`config.mk`:
```
export PLATFORM = sky130hd
export DESIGN_NAME = mffs_mac
export DESIGN_NICKNAME = d
export VERILOG_FILES = /design/src/hdl/mffs_pkg.sv /design/src/hdl/mffs_mac.sv
export SDC_FILE = /design/constraint.sdc
export NUM_CORES = 2
export LEC_CHECK = 0
export BUFFER_PORTS_ARGS = -buffer_cell sky130_fd_sc_hd__buf_2
export CAP_MARGIN = 15
export CORE_MARGIN = 2
export CORE_UTILIZATION = 45
export DETAILED_ROUTE_END_ITERATION = 8
export MAX_ROUTING_LAYER = met4
export PLACE_DENSITY_LB_ADDON = 0.05
export SLEW_MARGIN = 15
export SYNTH_ARGS = -nofsm -noshare
export SYNTH_HDL_FRONTEND = slang
export SYNTH_SLANG_ARGS = --single-unit
```
`constraint.sdc`:
```
create_clock -name clk -period 24.3 [get_ports clk]
set_input_delay 3.645 -clock clk [delete_from_list [all_inputs] [get_ports clk]]
set_output_delay 3.645 -clock clk [all_outputs]
set_load 0.05 [all_outputs]
```
`src/hdl/mffs_pkg.sv`:
```
// Shared types, constants and helper functions for the mesh face fan flat shader.
`default_nettype none
package mffs_pkg;

  // Default store and face sizes.
  localparam int unsigned MAX_VERTICES_DEF = 4096;
  localparam int unsigned MAX_NORMALS_DEF  = 4096;
  localparam int unsigned MAX_CORNERS_DEF  = 128;

  // Fixed field widths.
  localparam int CC_W  = 8;
  localparam int REF_W = 14;

  // Reset face colour (0.7 in each channel) and shading terms in Q2.30.
  localparam logic [15:0] GRAY_07    = 16'd45875;
  localparam logic [31:0] SHADE_BASE = 32'd375809638;
  localparam logic [31:0] SHADE_GAIN = 32'd697932186;
  localparam logic [30:0] ONE_Q30    = 31'h4000_0000;

  // Bit-by-bit integer square root, used for elaboration constants only.
  function automatic logic [63:0] isqrt64(input logic [63:0] v);
    logic [63:0] x;
    logic [63:0] r;
    logic [63:0] b;
    x = v;
    r = '0;
    b = 64'h4000_0000_0000_0000;
    for (int i = 0; i < 32; i++) begin
      if (x >= r + b) begin
        x = x - (r + b);
        r = (r >> 1) + b;
      end else begin
        r = r >> 1;
      end
      b = b >> 2;
    end
    return r;
  endfunction

  // Light direction (30, 15, 94) normalized, in Q2.30.
  localparam logic [63:0] LIGHT_S   = isqrt64(64'd9961 << 40);
  localparam logic [63:0] LIGHT_X_W = (64'd30 << 50) / LIGHT_S;
  localparam logic [63:0] LIGHT_Y_W = (64'd15 << 50) / LIGHT_S;
  localparam logic [63:0] LIGHT_Z_W = (64'd94 << 50) / LIGHT_S;
  localparam logic [30:0] LIGHT_X   = LIGHT_X_W[30:0];
  localparam logic [30:0] LIGHT_Y   = LIGHT_Y_W[30:0];
  localparam logic [30:0] LIGHT_Z   = LIGHT_Z_W[30:0];

  typedef enum logic [1:0] {
    MODE_VERTEX,
    MODE_NORMAL,
    MODE_COLOUR,
    MODE_CORNER
  } item_mode_t;

  typedef enum logic [3:0] {
    ST_IDLE,
    ST_VRD,
    ST_VCAP,
    ST_NRD,
    ST_NCAP,
    ST_U_GO,
    ST_U_WAIT,
    ST_V_GO,
    ST_V_WAIT,
    ST_W_GO,
    ST_W_WAIT,
    ST_MAC,
    ST_SQ_GO,
    ST_SQ_WAIT,
    ST_OUT
  } seq_state_t;

  typedef enum logic [3:0] {
    JOB_CROSS0,
    JOB_CROSS1,
    JOB_CROSS2,
    JOB_DOT,
    JOB_NORM,
    JOB_SHADE,
    JOB_COL0,
    JOB_COL1,
    JOB_COL2
  } mac_job_t;

  typedef enum logic [1:0] {
    SQD_IDLE,
    SQD_ROOT,
    SQD_DIV,
    SQD_DONE
  } sqd_state_t;

  // Control word for the multiply-accumulate unit.
  typedef struct packed {
    logic go;
    logic clr;
    logic neg;
  } mac_ctl_t;

  typedef logic [2:0][63:0] wide_vec_t;
  typedef logic [2:0][30:0] blk_vec_t;

endpackage
`default_nettype wire

```
`src/hdl/mffs_mac.sv`:
```
// Shared multiply-accumulate unit: registered product, then accumulate.
`default_nettype none
module mffs_mac (
  input  wire logic               clk,
  input  wire logic               rst_n,
  input  wire mffs_pkg::mac_ctl_t ctl_i,
  input  wire logic signed [31:0] a_i,
  input  wire logic signed [31:0] b_i,
  output logic signed [63:0]      acc_o
);

  mffs_pkg::mac_ctl_t ctl_r;
  logic signed [63:0] prod_r;
  logic signed [63:0] acc_r;

  // Control is registered alongside the product so that it lines up with the product register.
  always_ff @(posedge clk) begin
    if (!rst_n) begin
      ctl_r <= '0;
    end else begin
      ctl_r <= ctl_i;
    end
  end

  // Product register, then signed accumulate.
  always_ff @(posedge clk) begin
    prod_r <= a_i * b_i;
    if (ctl_r.go) begin
      acc_r <= (ctl_r.clr ? 64'sd0 : acc_r) + (ctl_r.neg ? -prod_r : prod_r);
    end
  end

  assign acc_o = acc_r;

endmodule
`default_nettype wire

```
# Yosys cells after proc, flatten, opt, wreduce, memory -nomap -nowiden
# Index checks and enable logic that the tools add are counted.
# op_classes
add_sub_neg,2
multipliers,1
div_mod_pow,0
magnitude_cmp,0
n_eq_ne,0
n_shift,0
muxes,2
bitwise,0
reduce_logical,0
# ops
operator,count
two-way mux 64 bit,2
adder 64 bit,1
multiplier 32 x 32 -> 64 bit,1
negation 64 bit,1
# totals
regBits,131
latchBits,0
mem_bits_rw,0
romBits,0
out_inout_bits,64
word_cells,10
mem_count,0

# Longest topological paths before layout
# depth
word_depth,3
ltp_mapped,29

# Least setup slack after synthesis
# No wires, ideal clock.
# synth_path
path_type,input to register
from,input b_i[2]
to,register prod_r[60]
t_arrival_ns,10.814
path_slack_ns,13.362
cell_stages,27
path_buffers,2
cell_sequence,clkbuf_1 -> nand2_1 -> inv_1 -> fa_1 -> fa_1 -> fa_1 -> fa_1 -> inv_1 -> fa_1 -> inv_1 -> fa_1 -> inv_1 -> fa_1 -> inv_1 -> fa_1 -> ha_1 -> clkbuf_1 -> a21o_1 -> a21o_1 -> a21oi_1 -> o21ai_0 -> a21o_1 -> a21oi_1 -> o21ai_0 -> a31o_2 -> a21oi_1 -> xnor2_1
# synth_between
elab_chain_len,1
# synth_lines
element,line,text
"start, declared",mffs_mac.sv:8,"input wire logic signed [31:0] b_i,"
multiplier 32 x 32 -> 64 bit,mffs_mac.sv:27,prod_r <= a_i * b_i;
"end signal, assigned",mffs_mac.sv:27,
"end, declared",mffs_mac.sv:13,logic signed [63:0] prod_r;
# No other way between the ends.
# A chain may end at the register's enable or synchronous reset.

# Final worst setup path
# layout_path
from,input a_i[14]
to,register prod_r[57]
# layout_between
elab_chain_len,1
# layout_lines
element,line,text
"start, declared",mffs_mac.sv:7,"input wire logic signed [31:0] a_i,"
multiplier 32 x 32 -> 64 bit,mffs_mac.sv:27,
# No other way between the ends.

==> impl_metrics.csv <==
group,metric,value,unit
clock_tree,clock_latency,0.45,ns
sta,maxSlewHeadroom,30.88,%
grt,grt_usage,27.54,%
placed_design,place.port_buffers,132,
sta,timing.setup.tns,0,ns
sta,fmax,81.31,MHz
logic_synthesis,ys_seq_area_share,7.256,%
sta,hold_viol,0,
setup_path,slowest_stage,"a211oi_1",
die,start_util,45.56,%
status,status,"finished, final reports clean",
clock_tree,cts_resized,0,
clock_tree,clock_sinks,131,
sta,clock-skew-final,0.01471,ns
setup_path,path_delay_family,"adder cells",
detailed_routing,vias,32011,
hold_path,holdCritPathClass,"reg -> reg",
detailed_routing,drt_iter0_markers,1858,
setup_path,cpMostUsedCell,"fa_1",
logic_synthesis,yosys_warnings,0,
logic_synthesis,synthesis.area,44970,um^2
sta,rsz0062_at_grt,"false",
placed_design,dp_hpwl,104700,um
detailed_routing,vias_per_cell,5.276,
sta,slew_viol_final,0,
logic_synthesis,synth_fp_nets,6226,
die,rows,115,
sta,finalSetupViolations,0,
grt,grt_pass1_vias,35673,
logic_synthesis,synth_flop_cell,"dfxtp_1",
final_layout,post-route-cell-area,47150,um^2
setup_path,worstPathCellList,"buf_2 -> nand2_1 -> fa_1 -> fa_1 -> fa_1 -> inv_1 -> fa_1 -> fa_1 -> fa_1 -> fa_1 -> inv_1 -> fa_1 -> inv_1 -> ha_1 -> nand2_1 -> or4_1 -> a211oi_1 -> o21ai_0 -> o311ai_0 -> a311oi_1 -> o2111ai_1 -> nand2_1 -> xnor2_1",
die,pin_count,133,
clock_tree,post_cts_buffers,0,
logic_synthesis,synth_top_area_share,48.21,%
setup_path,worstSetupEndpointType,"flop",
detailed_routing,drc,0,
run,maxCapViolations,0,
logic_synthesis,synthArstFlopShare,0,%
clock_tree,holdBufCountCts,0,
placed_design,pre_cts_slack,11.47,ns
logic_synthesis,synthTopCellsByArea,"fa_1 48%, inv_1 8.3%, and2_1 7.4%",
sta,worstMarginPinSlew,1.023,ns
detailed_routing,ant_nets,0,
logic_synthesis,synth_cell_types,68,
placed_design,gp_congestion,0.9041,
grt,grt_max_degree,65,
clock_tree,root_buffer,"clkbuf_16",
grt,grt_overflow_total,0,
logic_synthesis,ys_top_cells_by_count,"1,083 x fa_1, 990 x inv_1, 576 x nand2_1",
logic_synthesis,synth_seq_cells,131,
clock_tree,cts_tree,"done",
logic_synthesis,syn_avg_cell_area,9.319,um^2
detailed_routing,totalWireLength,131000,um
setup_path,cp.arrival,12.63,ns
setup_path,cp_max_fo,32,
detailed_routing,drt-wirelength-per-cell,21.59,um
die,die-area,102500,um^2
grt,grt_first_pass_wirelength,209200,um
final_layout,drive_above_1_share,4.439,%
setup_path,critPathKind,"in -> reg",
die,chipWidth,320.1,um
logic_synthesis,syn_inst,4826,
clock_tree,cts_buffers,17,
clock_tree,clk_pin_slew_worst_paths,0.07,ns
sta,finalCritPeriodShare,50.61,%
logic_synthesis,yosysTopAreaCell,"fa_1",
setup_path,start_kind,"input pin",
setup_path,crit_required,24.63,ns
clock_tree,clockBufferDepth,2,
final_layout,fin_nets,6163,
clock_tree,ctsHtreeMaxLevel,4,
sta,worst_slack,12.00,ns
grt,antenna_found_initial,2,
sta,min_period,12.30,ns
die,fp.dieH,320.1,um
final_layout,fillCellCount,9679,
logic_synthesis,synth-edff-count,64,
logic_synthesis,post-synth-top-count-cell,"fa_1",
detailed_routing,first_pass_iters,6,
final_layout,area_growth,4.830,%
die,core_area,98710,um^2
placed_design,dpl_cell_area,46540,um^2
setup_path,crit_buf_inv,4,
setup_path,slowest_delay,0.75,ns
==> state kept, by name, summed over array words and instances (netlist names) <==
register,count
ctl_r,3
acc_o,64
prod_r,64
==> final timing paths <==
kind	startpoint	to	slack [ns]	cells after the start
setup / recovery	a_i[14]	prod_r[57]$_DFF_P_	12.00	23
hold / removal	prod_r[0]$_DFF_P_	acc_o[0]$_DFFE_PP_	0.70	1
setup reg to reg	prod_r[5]$_DFF_P_	acc_o[63]$_DFFE_PP_	17.92	18
hold reg to reg	prod_r[0]$_DFF_P_	acc_o[0]$_DFFE_PP_	0.70	1
==> stage by stage <==
step           hold slack [ns]  instances  utilization, %
3_5_place_dp            0.6718       6031           47.15
6_report                0.6963       6067           47.76
5_1_grt                 0.7345       6064           47.76
4_1_cts                 0.7001       6063           47.75
2_1_floorplan           0.5788       4826               -
3_3_place_gp            0.6672       6031           47.15
==> metal layers <==
layer | GRT usage [%] | up-vias | routed length [um]
met5 | - | - | 0
met4 | 8.680 | 0 | 4768
met3 | 3.037 | 198 | 5133
met2 | 46.45 | 721 | 64500
met1 | 34.89 | 16704 | 56600
li1 | - | 14388 | -
==> cell families (layout without fill, tap and decap cells) <==
kind of cell / Yosys count / in the layout / share of synthesized area [%]
and+or+nand+nor: 1456 / 1456 / 16.52
buffers and inverters: 1229 / 1179 / 10.26
xor gates and xnor gates: 187 / 187 / 3.642
other: 0 / 4 / 0
DFF: 131 / 131 / 7.256
muxes: 2 / 2 / 0.04729
AOI/OAI and AO/OA: 490 / 490 / 7.167
adders and majority gates: 1331 / 1331 / 55.11
==> layout make-up <==
class	instances	area [um^2]	area share (%)
Antenna cell	4	10.01	0.02123
Tap cell	1287	1610	3.416
Sequential cell	131	3267	6.929
Inverter	990	3716	7.882
Timing Repair Buffer	157	848.3	1.799
Clock buffer	17	425.4	0.9023
Multi-Input combinational cell	3466	37100	78.68
Clock inverter	15	172.7	0.3662
==> layout by cell type, fill, tap and decap left out, types with 40 or more instances in the layout <==
cell / instances
a21o_1: 87
and2_1: 532
nand2_1: 576
fa_1: 1083
xor2_1: 40
nor2_1: 91
a21oi_1: 135
ha_1: 248
dfxtp_1: 64
buf_2: 132
inv_1: 990
xnor2_1: 147
edfxtp_1: 64
nor2b_1: 81
o21ai_0: 88
Power is not shown: default switching activity piles up to over one toggle a cycle in this logic, so the estimate is an artifact.
