===== src/hdl/mffs_pkg.sv =====
// Shared types, constants and helper functions for the mesh face fan flat shader.
`default_nettype none
package mffs_pkg;

  // Default store and face sizes.
  localparam int unsigned MAX_VERTICES_DEF = 4096;
  localparam int unsigned MAX_NORMALS_DEF  = 4096;
  localparam int unsigned MAX_CORNERS_DEF  = 128;

  // Fixed field widths.
  localparam int CC_W  = 8;
  localparam int REF_W = 14;

  // Reset face colour (0.7 in each channel) and shading terms in Q2.30.
  localparam logic [15:0] GRAY_07    = 16'd45875;
  localparam logic [31:0] SHADE_BASE = 32'd375809638;
  localparam logic [31:0] SHADE_GAIN = 32'd697932186;
  localparam logic [30:0] ONE_Q30    = 31'h4000_0000;

  // Bit-by-bit integer square root, used for elaboration constants only.
  function automatic logic [63:0] isqrt64(input logic [63:0] v);
    logic [63:0] x;
    logic [63:0] r;
    logic [63:0] b;
    x = v;
    r = '0;
    b = 64'h4000_0000_0000_0000;
    for (int i = 0; i < 32; i++) begin
      if (x >= r + b) begin
        x = x - (r + b);
        r = (r >> 1) + b;
      end else begin
        r = r >> 1;
      end
      b = b >> 2;
    end
    return r;
  endfunction

  // Light direction (30, 15, 94) normalized, in Q2.30.
  localparam logic [63:0] LIGHT_S   = isqrt64(64'd9961 << 40);
  localparam logic [63:0] LIGHT_X_W = (64'd30 << 50) / LIGHT_S;
  localparam logic [63:0] LIGHT_Y_W = (64'd15 << 50) / LIGHT_S;
  localparam logic [63:0] LIGHT_Z_W = (64'd94 << 50) / LIGHT_S;
  localparam logic [30:0] LIGHT_X   = LIGHT_X_W[30:0];
  localparam logic [30:0] LIGHT_Y   = LIGHT_Y_W[30:0];
  localparam logic [30:0] LIGHT_Z   = LIGHT_Z_W[30:0];

  typedef enum logic [1:0] {
    MODE_VERTEX,
    MODE_NORMAL,
    MODE_COLOUR,
    MODE_CORNER
  } item_mode_t;

  typedef enum logic [3:0] {
    ST_IDLE,
    ST_VRD,
    ST_VCAP,
    ST_NRD,
    ST_NCAP,
    ST_U_GO,
    ST_U_WAIT,
    ST_V_GO,
    ST_V_WAIT,
    ST_W_GO,
    ST_W_WAIT,
    ST_MAC,
    ST_SQ_GO,
    ST_SQ_WAIT,
    ST_OUT
  } seq_state_t;

  typedef enum logic [3:0] {
    JOB_CROSS0,
    JOB_CROSS1,
    JOB_CROSS2,
    JOB_DOT,
    JOB_NORM,
    JOB_SHADE,
    JOB_COL0,
    JOB_COL1,
    JOB_COL2
  } mac_job_t;

  typedef enum logic [1:0] {
    SQD_IDLE,
    SQD_ROOT,
    SQD_DIV,
    SQD_DONE
  } sqd_state_t;

  // Control word for the multiply-accumulate unit.
  typedef struct packed {
    logic go;
    logic clr;
    logic neg;
  } mac_ctl_t;

  typedef logic [2:0][63:0] wide_vec_t;
  typedef logic [2:0][30:0] blk_vec_t;

endpackage
`default_nettype wire


===== src/hdl/mffs_blkfmt.sv =====
// Block-form scaler: shifts three magnitudes so the largest lies in [2^29, 2^30).
`default_nettype none
module mffs_blkfmt (
  input  wire logic                clk,
  input  wire logic                rst_n,
  input  wire logic                start_i,
  input  wire mffs_pkg::wide_vec_t vec_i,
  output logic                     done_o,
  output logic                     zero_o,
  output mffs_pkg::blk_vec_t       res_o
);

  logic              busy_r;
  logic [62:0]       m_r;
  logic [2:0][62:0]  mag_r;
  logic [2:0]        neg_r;
  logic [2:0][62:0]  mag_in;
  logic [2:0]        neg_in;
  logic [62:0]       m_in;
  logic              in_range;

  // Magnitudes and their maximum at start.
  always_comb begin
    for (int i = 0; i < 3; i++) begin
      neg_in[i] = vec_i[i][63];
      mag_in[i] = neg_in[i] ? 63'(64'd0 - vec_i[i]) : vec_i[i][62:0];
    end
    m_in = mag_in[0];
    if (mag_in[1] > m_in) begin
      m_in = mag_in[1];
    end
    if (mag_in[2] > m_in) begin
      m_in = mag_in[2];
    end
  end

  assign in_range = (m_r[62:30] == '0) && m_r[29];
  assign zero_o   = (m_r == '0);
  assign done_o   = busy_r && (zero_o || in_range);

  always_comb begin
    for (int i = 0; i < 3; i++) begin
      res_o[i] = neg_r[i] ? (31'd0 - mag_r[i][30:0]) : mag_r[i][30:0];
    end
  end

  always_ff @(posedge clk) begin
    if (!rst_n) begin
      busy_r <= 1'b0;
    end else if (start_i) begin
      busy_r <= 1'b1;
    end else if (done_o) begin
      busy_r <= 1'b0;
    end
  end

  // Coarse steps of eight bits, then single-bit steps toward the window.
  always_ff @(posedge clk) begin
    if (start_i) begin
      m_r   <= m_in;
      mag_r <= mag_in;
      neg_r <= neg_in;
    end else if (busy_r && !done_o) begin
      priority if (m_r[62:37] != '0) begin
        m_r <= m_r >> 8;
        for (int i = 0; i < 3; i++) mag_r[i] <= mag_r[i] >> 8;
      end else if (m_r[62:30] != '0) begin
        m_r <= m_r >> 1;
        for (int i = 0; i < 3; i++) mag_r[i] <= mag_r[i] >> 1;
      end else if (m_r[62:21] == '0) begin
        m_r <= m_r << 8;
        for (int i = 0; i < 3; i++) mag_r[i] <= mag_r[i] << 8;
      end else begin
        m_r <= m_r << 1;
        for (int i = 0; i < 3; i++) mag_r[i] <= mag_r[i] << 1;
      end
    end
  end

endmodule
`default_nettype wire


===== config.mk =====
export PLATFORM = sky130hd
export DESIGN_NAME = mffs_blkfmt
export DESIGN_NICKNAME = d
export VERILOG_FILES = /design/src/hdl/mffs_pkg.sv /design/src/hdl/mffs_blkfmt.sv
export SDC_FILE = /design/constraint.sdc
export NUM_CORES = 2
export LEC_CHECK = 0
export BUFFER_PORTS_ARGS = -buffer_cell sky130_fd_sc_hd__buf_2
export CORE_MARGIN = 1
export CORE_UTILIZATION = 54
export CTS_BUF_LIST = sky130_fd_sc_hd__clkbuf_4 sky130_fd_sc_hd__clkbuf_8 sky130_fd_sc_hd__clkbuf_16
export DETAILED_ROUTE_END_ITERATION = 8
export PLACE_DENSITY = 0.75
export SYNTH_ARGS = -nofsm -noshare
export SYNTH_HDL_FRONTEND = slang
export SYNTH_SLANG_ARGS = --single-unit
export TNS_END_PERCENT = 1

===== constraint.sdc =====
create_clock -name clk -period 16.6 [get_ports clk]
set_input_delay 0 -clock clk [delete_from_list [all_inputs] [get_ports clk]]
set_output_delay 0 -clock clk [all_outputs]
set_load 0.02 [all_outputs]

## After elaboration in Yosys (flattened, before gate mapping)

Cells that the tools add are included.

- Logic and storage cells: 46
- Output and inout port bits: 95
- Input port bits: 195
- Register bits after elaboration: 256

- Reduce and logical (&&, ||, !) cells: 12
- Muxes and demuxes: 20
- Magnitude comparators: 2
- Add/sub/neg operators: 6

Operators with widths:

| cell | count |
|---|---|
| $mux W189 | 5 |
| $mux W63 | 10 |
| $sub A1 B63 Y63 const A | 3 |
| $gt A63 B63 Y1 | 2 |
| $mux W31 | 3 |
| $sub A1 B31 Y31 const A | 3 |
| $logic_not A63 Y1 | 1 |
| $logic_not A42 Y1 | 1 |
| $logic_not A33 Y1 | 1 |
| $reduce_bool A33 Y1 | 1 |
| $reduce_bool A26 Y1 | 1 |
| $reduce_bool A2 Y1 | 2 |
| $logic_and A1 B1 Y1 | 3 |
| $mux W1 | 2 |
| $logic_not A1 Y1 | 1 |
| $logic_or A1 B1 Y1 | 1 |

## Longest topological paths before layout

- Depth in word-level cells: 8
- Mapped depth: 41
- Depth with buffers taken out: 36

## Worst setup path after synthesis

No wires, ideal clock.

- Path type: register to register
- Start: reg m_r[37]
- End: reg m_r[0] (enable)
- Stages on the path, launching flop included: 11
- Library setup time: 1924 ps
- Path slack: 8398 ps
- Required time: 14676 ps
- Period minus slack after synthesis: 8202 ps
- Data arrival time: 6278 ps
- Path buffers: 3
- Path through: edfxtp_1 > nor4_1 > nand4_1 > or2_2 > clkbuf_1 > nor2_1 > clkbuf_1 > clkbuf_1 > a21oi_1 > nand2_1 > nand2_1

- Word-level cells in the longest chain between the ends: 7
- Elaborated cells on any way between the ends: 8
- Those cells by class: 8 x reduce/logical

Ends and longest elaborated chain:

| item | RTL line | text |
|---|---|---|
| from (decl) | mffs_blkfmt.sv:14 | `logic [62:0] m_r;` |
| from (signal assigned) | mffs_blkfmt.sv:60 | `m_r <= m_in;` |
| from (signal assigned) | mffs_blkfmt.sv:65 | `m_r <= m_r >> 8;` |
| from (signal assigned) | mffs_blkfmt.sv:68 | `m_r <= m_r >> 1;` |
| $logic_not A33 Y1 | mffs_blkfmt.sv:37 | `assign in_range = (m_r[62:30] == '0) && m_r[29];` |
| $logic_and A1 B1 Y1 | mffs_blkfmt.sv:37 |  |
| $logic_or A1 B1 Y1 (*) | mffs_blkfmt.sv:39 | `assign done_o = busy_r && (zero_o \|\| in_range);` |
| $logic_and A1 B1 Y1 (*) | mffs_blkfmt.sv:39 |  |
| $logic_not A1 Y1 (*) | mffs_blkfmt.sv:63 | `end else if (busy_r && !done_o) begin` |
| $logic_and A1 B1 Y1 (*) | mffs_blkfmt.sv:63 |  |
| $reduce_bool A2 Y1 (no source line) (*) | n/a |  |

Mark *: on every way between the ends. The rest lies on a longest branch, timed or not.
A chain may end at the register's enable or synchronous reset.

## Worst setup path in the final report

- Start: in vec_i[0] in the netlist's numbering
- End: reg m_r[40] (data pin)

- Word-level cells in the longest chain between the ends: 7

Ends and longest elaborated chain:

| item | RTL line | text |
|---|---|---|
| from (decl) | mffs_blkfmt.sv:7 | `input wire mffs_pkg::wide_vec_t vec_i,` |
| $sub A1 B63 Y63 | mffs_blkfmt.sv:26 | `mag_in[i] = neg_in[i] ? 63'(64'd0 - vec_i[i]) : vec_i[i][62:0];` |
| $mux W63 (*) | mffs_blkfmt.sv:26 |  |
| $gt A63 B63 Y1 | mffs_blkfmt.sv:29 | `if (mag_in[1] > m_in) begin` |
| $mux W63 (*) | mffs_blkfmt.sv:29 |  |
| $gt A63 B63 Y1 | mffs_blkfmt.sv:32 | `if (mag_in[2] > m_in) begin` |
| $mux W63 (*) | mffs_blkfmt.sv:32 |  |
| $mux W63 (*) | mffs_blkfmt.sv:59 | `if (start_i) begin` |

Marks and branches as above.

==> flow_metrics.env <==
export IMPL_status="finished, final reports clean"
export IMPL_ir_worst_vdd_mv=0.0842
export IMPL_cts_buffers=31
export IMPL_drt_wl_total_mm=95.5
export IMPL_synth_nets=3631
export IMPL_drv_cap=0
export IMPL_fin_util_pct=61.3
export IMPL_critPathKind="in -> reg"
export IMPL_grt_pass1_vias=25400
export IMPL_nets=3784
export IMPL_grt_overflow=0
export IMPL_multi_input_area_um2=16900
export IMPL_worstPathRequired_ns=17.00
export IMPL_place_gp_congestion=1.01
export IMPL_htreeDepth=1
export IMPL_synthArstFlopShare_pct=0
export IMPL_cts_tree="built"
export IMPL_synth_top_cell_area_share_pct=29.5
export IMPL_critical_path_max_stage_delay_ns=0.94
export IMPL_min_period_ns=10.59
export IMPL_synth_top_family_by_area="compound AO/OA/AOI/OAI gates"
export IMPL_num_vias=27400
export IMPL_syn_area_per_cell_um2=7.84
export IMPL_slew_headroom_pct=11.6
export IMPL_core_um2=47600
export IMPL_setup_viol_count_final=0
export IMPL_synthMuxAreaShare_pct=2.55
export IMPL_die_w_um=221
export IMPL_hold_viol_final=0
export IMPL_crit_fanout=68
export IMPL_syn_area_um2=26000
export IMPL_p_per_area_nw_per_um2=87.6
export IMPL_synth_edf_count=255
export IMPL_critPathSlowestCell="nand2_1"
export IMPL_ys_seq_area_share_pct=29.6
export IMPL_clk_path_buf_depth=3
export IMPL_grt_max_degree=285
export IMPL_drcViolationCount=0
export IMPL_drt_pass1_iter_count=6
export IMPL_routedWlPerCell_um=23.2
export IMPL_antenna_found_initial=3
export IMPL_clock_sinks=256
export IMPL_place_hpwl_mm=69.2
export IMPL_area_delta_synth_final_pct=12.4
export IMPL_min_period_over_period_pct=63.8
export IMPL_yosys_warnings=0
export IMPL_seqCellArea_um2=7680
export IMPL_track_usage_pct=37.7
export IMPL_rsz0062_at_grt="no"
export IMPL_tightest_slew_ns=1.32
export IMPL_rows=80
export IMPL_io_pins=290
export IMPL_end_kind="flip-flop"
export IMPL_fin_tns_setup_ns=0
export IMPL_ys_flop_type="edfxtp_1"
export IMPL_arrival_ns=10.99
export IMPL_portBuffers=289
export IMPL_p_leak_uw=0.0111
export IMPL_crit_top_cell="ha_1"
export IMPL_yosys_area_share_simple_pct=19.7
export IMPL_antenna_left=0
export IMPL_drtIter0Drc=3970
export IMPL_fp_dieH_um=221
export IMPL_ys_seq_elements=256
export IMPL_synth_cell_types=79
export IMPL_nFillCells=4301
export IMPL_synth_compound_area_share_pct=27.0
export IMPL_synth_xor_area_share_pct=9.38
export IMPL_path_clk_slew_ns=0.06
export IMPL_post_cts_setup_buffer_count=0
export IMPL_timing_fmax_mhz=94.4
export IMPL_grt_pass1_wl_mm=146
export IMPL_finalPower_uw=2560
export IMPL_viasPerCell=6.67
export IMPL_synth_fa_ha_area_share_pct=6.05
export IMPL_yosys_area_top_type="edfxtp_1"
export IMPL_initial_core_util_pct=54.5
export IMPL_yosys_top_cells_area="edfxtp_1, nand2_1, xnor2_1, ha_1, a21oi_1"
export IMPL_synthCells=3312
export IMPL_clk_latency_ns=0.60
export IMPL_finalMaxSlewViolations=0
export IMPL_hp_class="in -> reg"
export IMPL_drive_above_1_share_pct=11.9
export IMPL_fin_skew_ns=0.0242
export IMPL_cts_root_buf="clkbuf_16"
export IMPL_worstSetupStartpointType="primary input"
export IMPL_die_area_um2=49000
kinds of logic after synthesis:
family                     Yosys count
AOI/OAI and AO/OA                 1065
xor gates and xnor gates           275
adders and majority gates          126
buffers and inverters              378
DFF                                256
muxes                               65
and+or+nand+nor                   1147
worst paths after layout:
kind,cells past startpoint,endpoint,slack [ns],startpoint
setup / recovery,33,m_r[40]$_DFFE_PP_,6.01,vec_i[0]
hold / removal,4,mag_r[11]$_DFFE_PP_,0.008,vec_i[11]
setup reg to reg,9,mag_r[54]$_DFFE_PP_,11.70,m_r[37]$_DFFE_PP_
hold reg to reg,2,m_r[37]$_DFFE_PP_,0.57,m_r[45]$_DFFE_PP_
critical path, delay by kind of cell:
family	cells	cell delay (ns)
buffers and inverters	6	2.33
adders and majority gates	3	0.82
and+or+nand+nor	9	3.74
xor gates and xnor gates	1	0.29
AOI/OAI and AO/OA	13	3.36
muxes	1	0.37
Yosys cell counts, types with 26 or more instances:
cell / n
or3_1: 43
a311oi_1: 145
ha_1: 124
edfxtp_1: 255
o22ai_1: 28
xnor2_1: 223
nand2b_1: 31
nand4_1: 34
nor4_1: 29
a21o_1: 34
clkbuf_1: 243
nor3_1: 35
o41ai_1: 45
o31ai_1: 78
or4_1: 39
nand2_1: 644
o21ai_0: 249
nor2_1: 201
xor2_1: 49
a21oi_1: 291
mux2i_1: 62
nand3_1: 26
a211oi_1: 57
inv_1: 97
per-stage QoR:
stage | instances | hold WS, ns | area (µm²) | worst slack (ns)
after global routing | 4108 | 0.0227 | 29200 | 5.34
after detailed placement | 3960 | 0.216 | 27300 | 6.02
after global placement | 3960 | 0.212 | 27300 | 6.19
final | 4108 | 0.00795 | 29200 | 6.01
after floorplan | 3312 | 0.0989 | 26000 | 8.40
after CTS | 4105 | 0.0000431 | 29200 | 6.27
registers in the layout (all words and copies together), names as in the netlist:
signal,count
mag_r,189
m_r,63
neg_r,3
busy_r,1
cell usage in the layout (no fill, tap or decap), drive strengths merged, types with 51 or more instances in the layout:
cell,netlist,routed
a211oi,57,57
a21oi,292,292
a311oi,145,145
buf,34,313
dlygate4sd3,1,87
edfxtp,255,255
ha,124,124
inv,98,99
mux2i,62,62
nand2,644,644
nor2,201,201
o21ai,264,264
o31ai,81,81
xnor2,223,223
xor2,51,51
layout make-up:
cell class	count	share of cell area (%)
antenna	3	0.0257
clock inverter	23	0.557
inverter	98	1.26
clock buffer	35	2.76
sequential	256	26.3
multi-input combinational	2678	57.7
timing repair buffer	400	8.72
tap	615	2.64
timing repair:
item / 4_1_cts / 5_1_grt
endpoints found under the setup margin: 0 / 0
gates resized for setup: 0 / 0
hold endpoints to repair: 103 / 0
hold buffers: 87 / 0
power breakdown:
group	switching [µW]	leakage, µW	total (µW)	internal [µW]
Sequential	152	0.00259	996	844
Clock	298	0.000484	675	377
Combinational	546	0.00807	888	342
layer usage:
metal	share of wire [%]	GRT usage [%]	vias up
met5	0	0	-
met4	6.9	23.3	0
met3	8.1	3.82	335
met2	46	60.9	1680
met1	39	48.8	12800
li1	-	-	12600
Power figures use the tool's default switching activity.
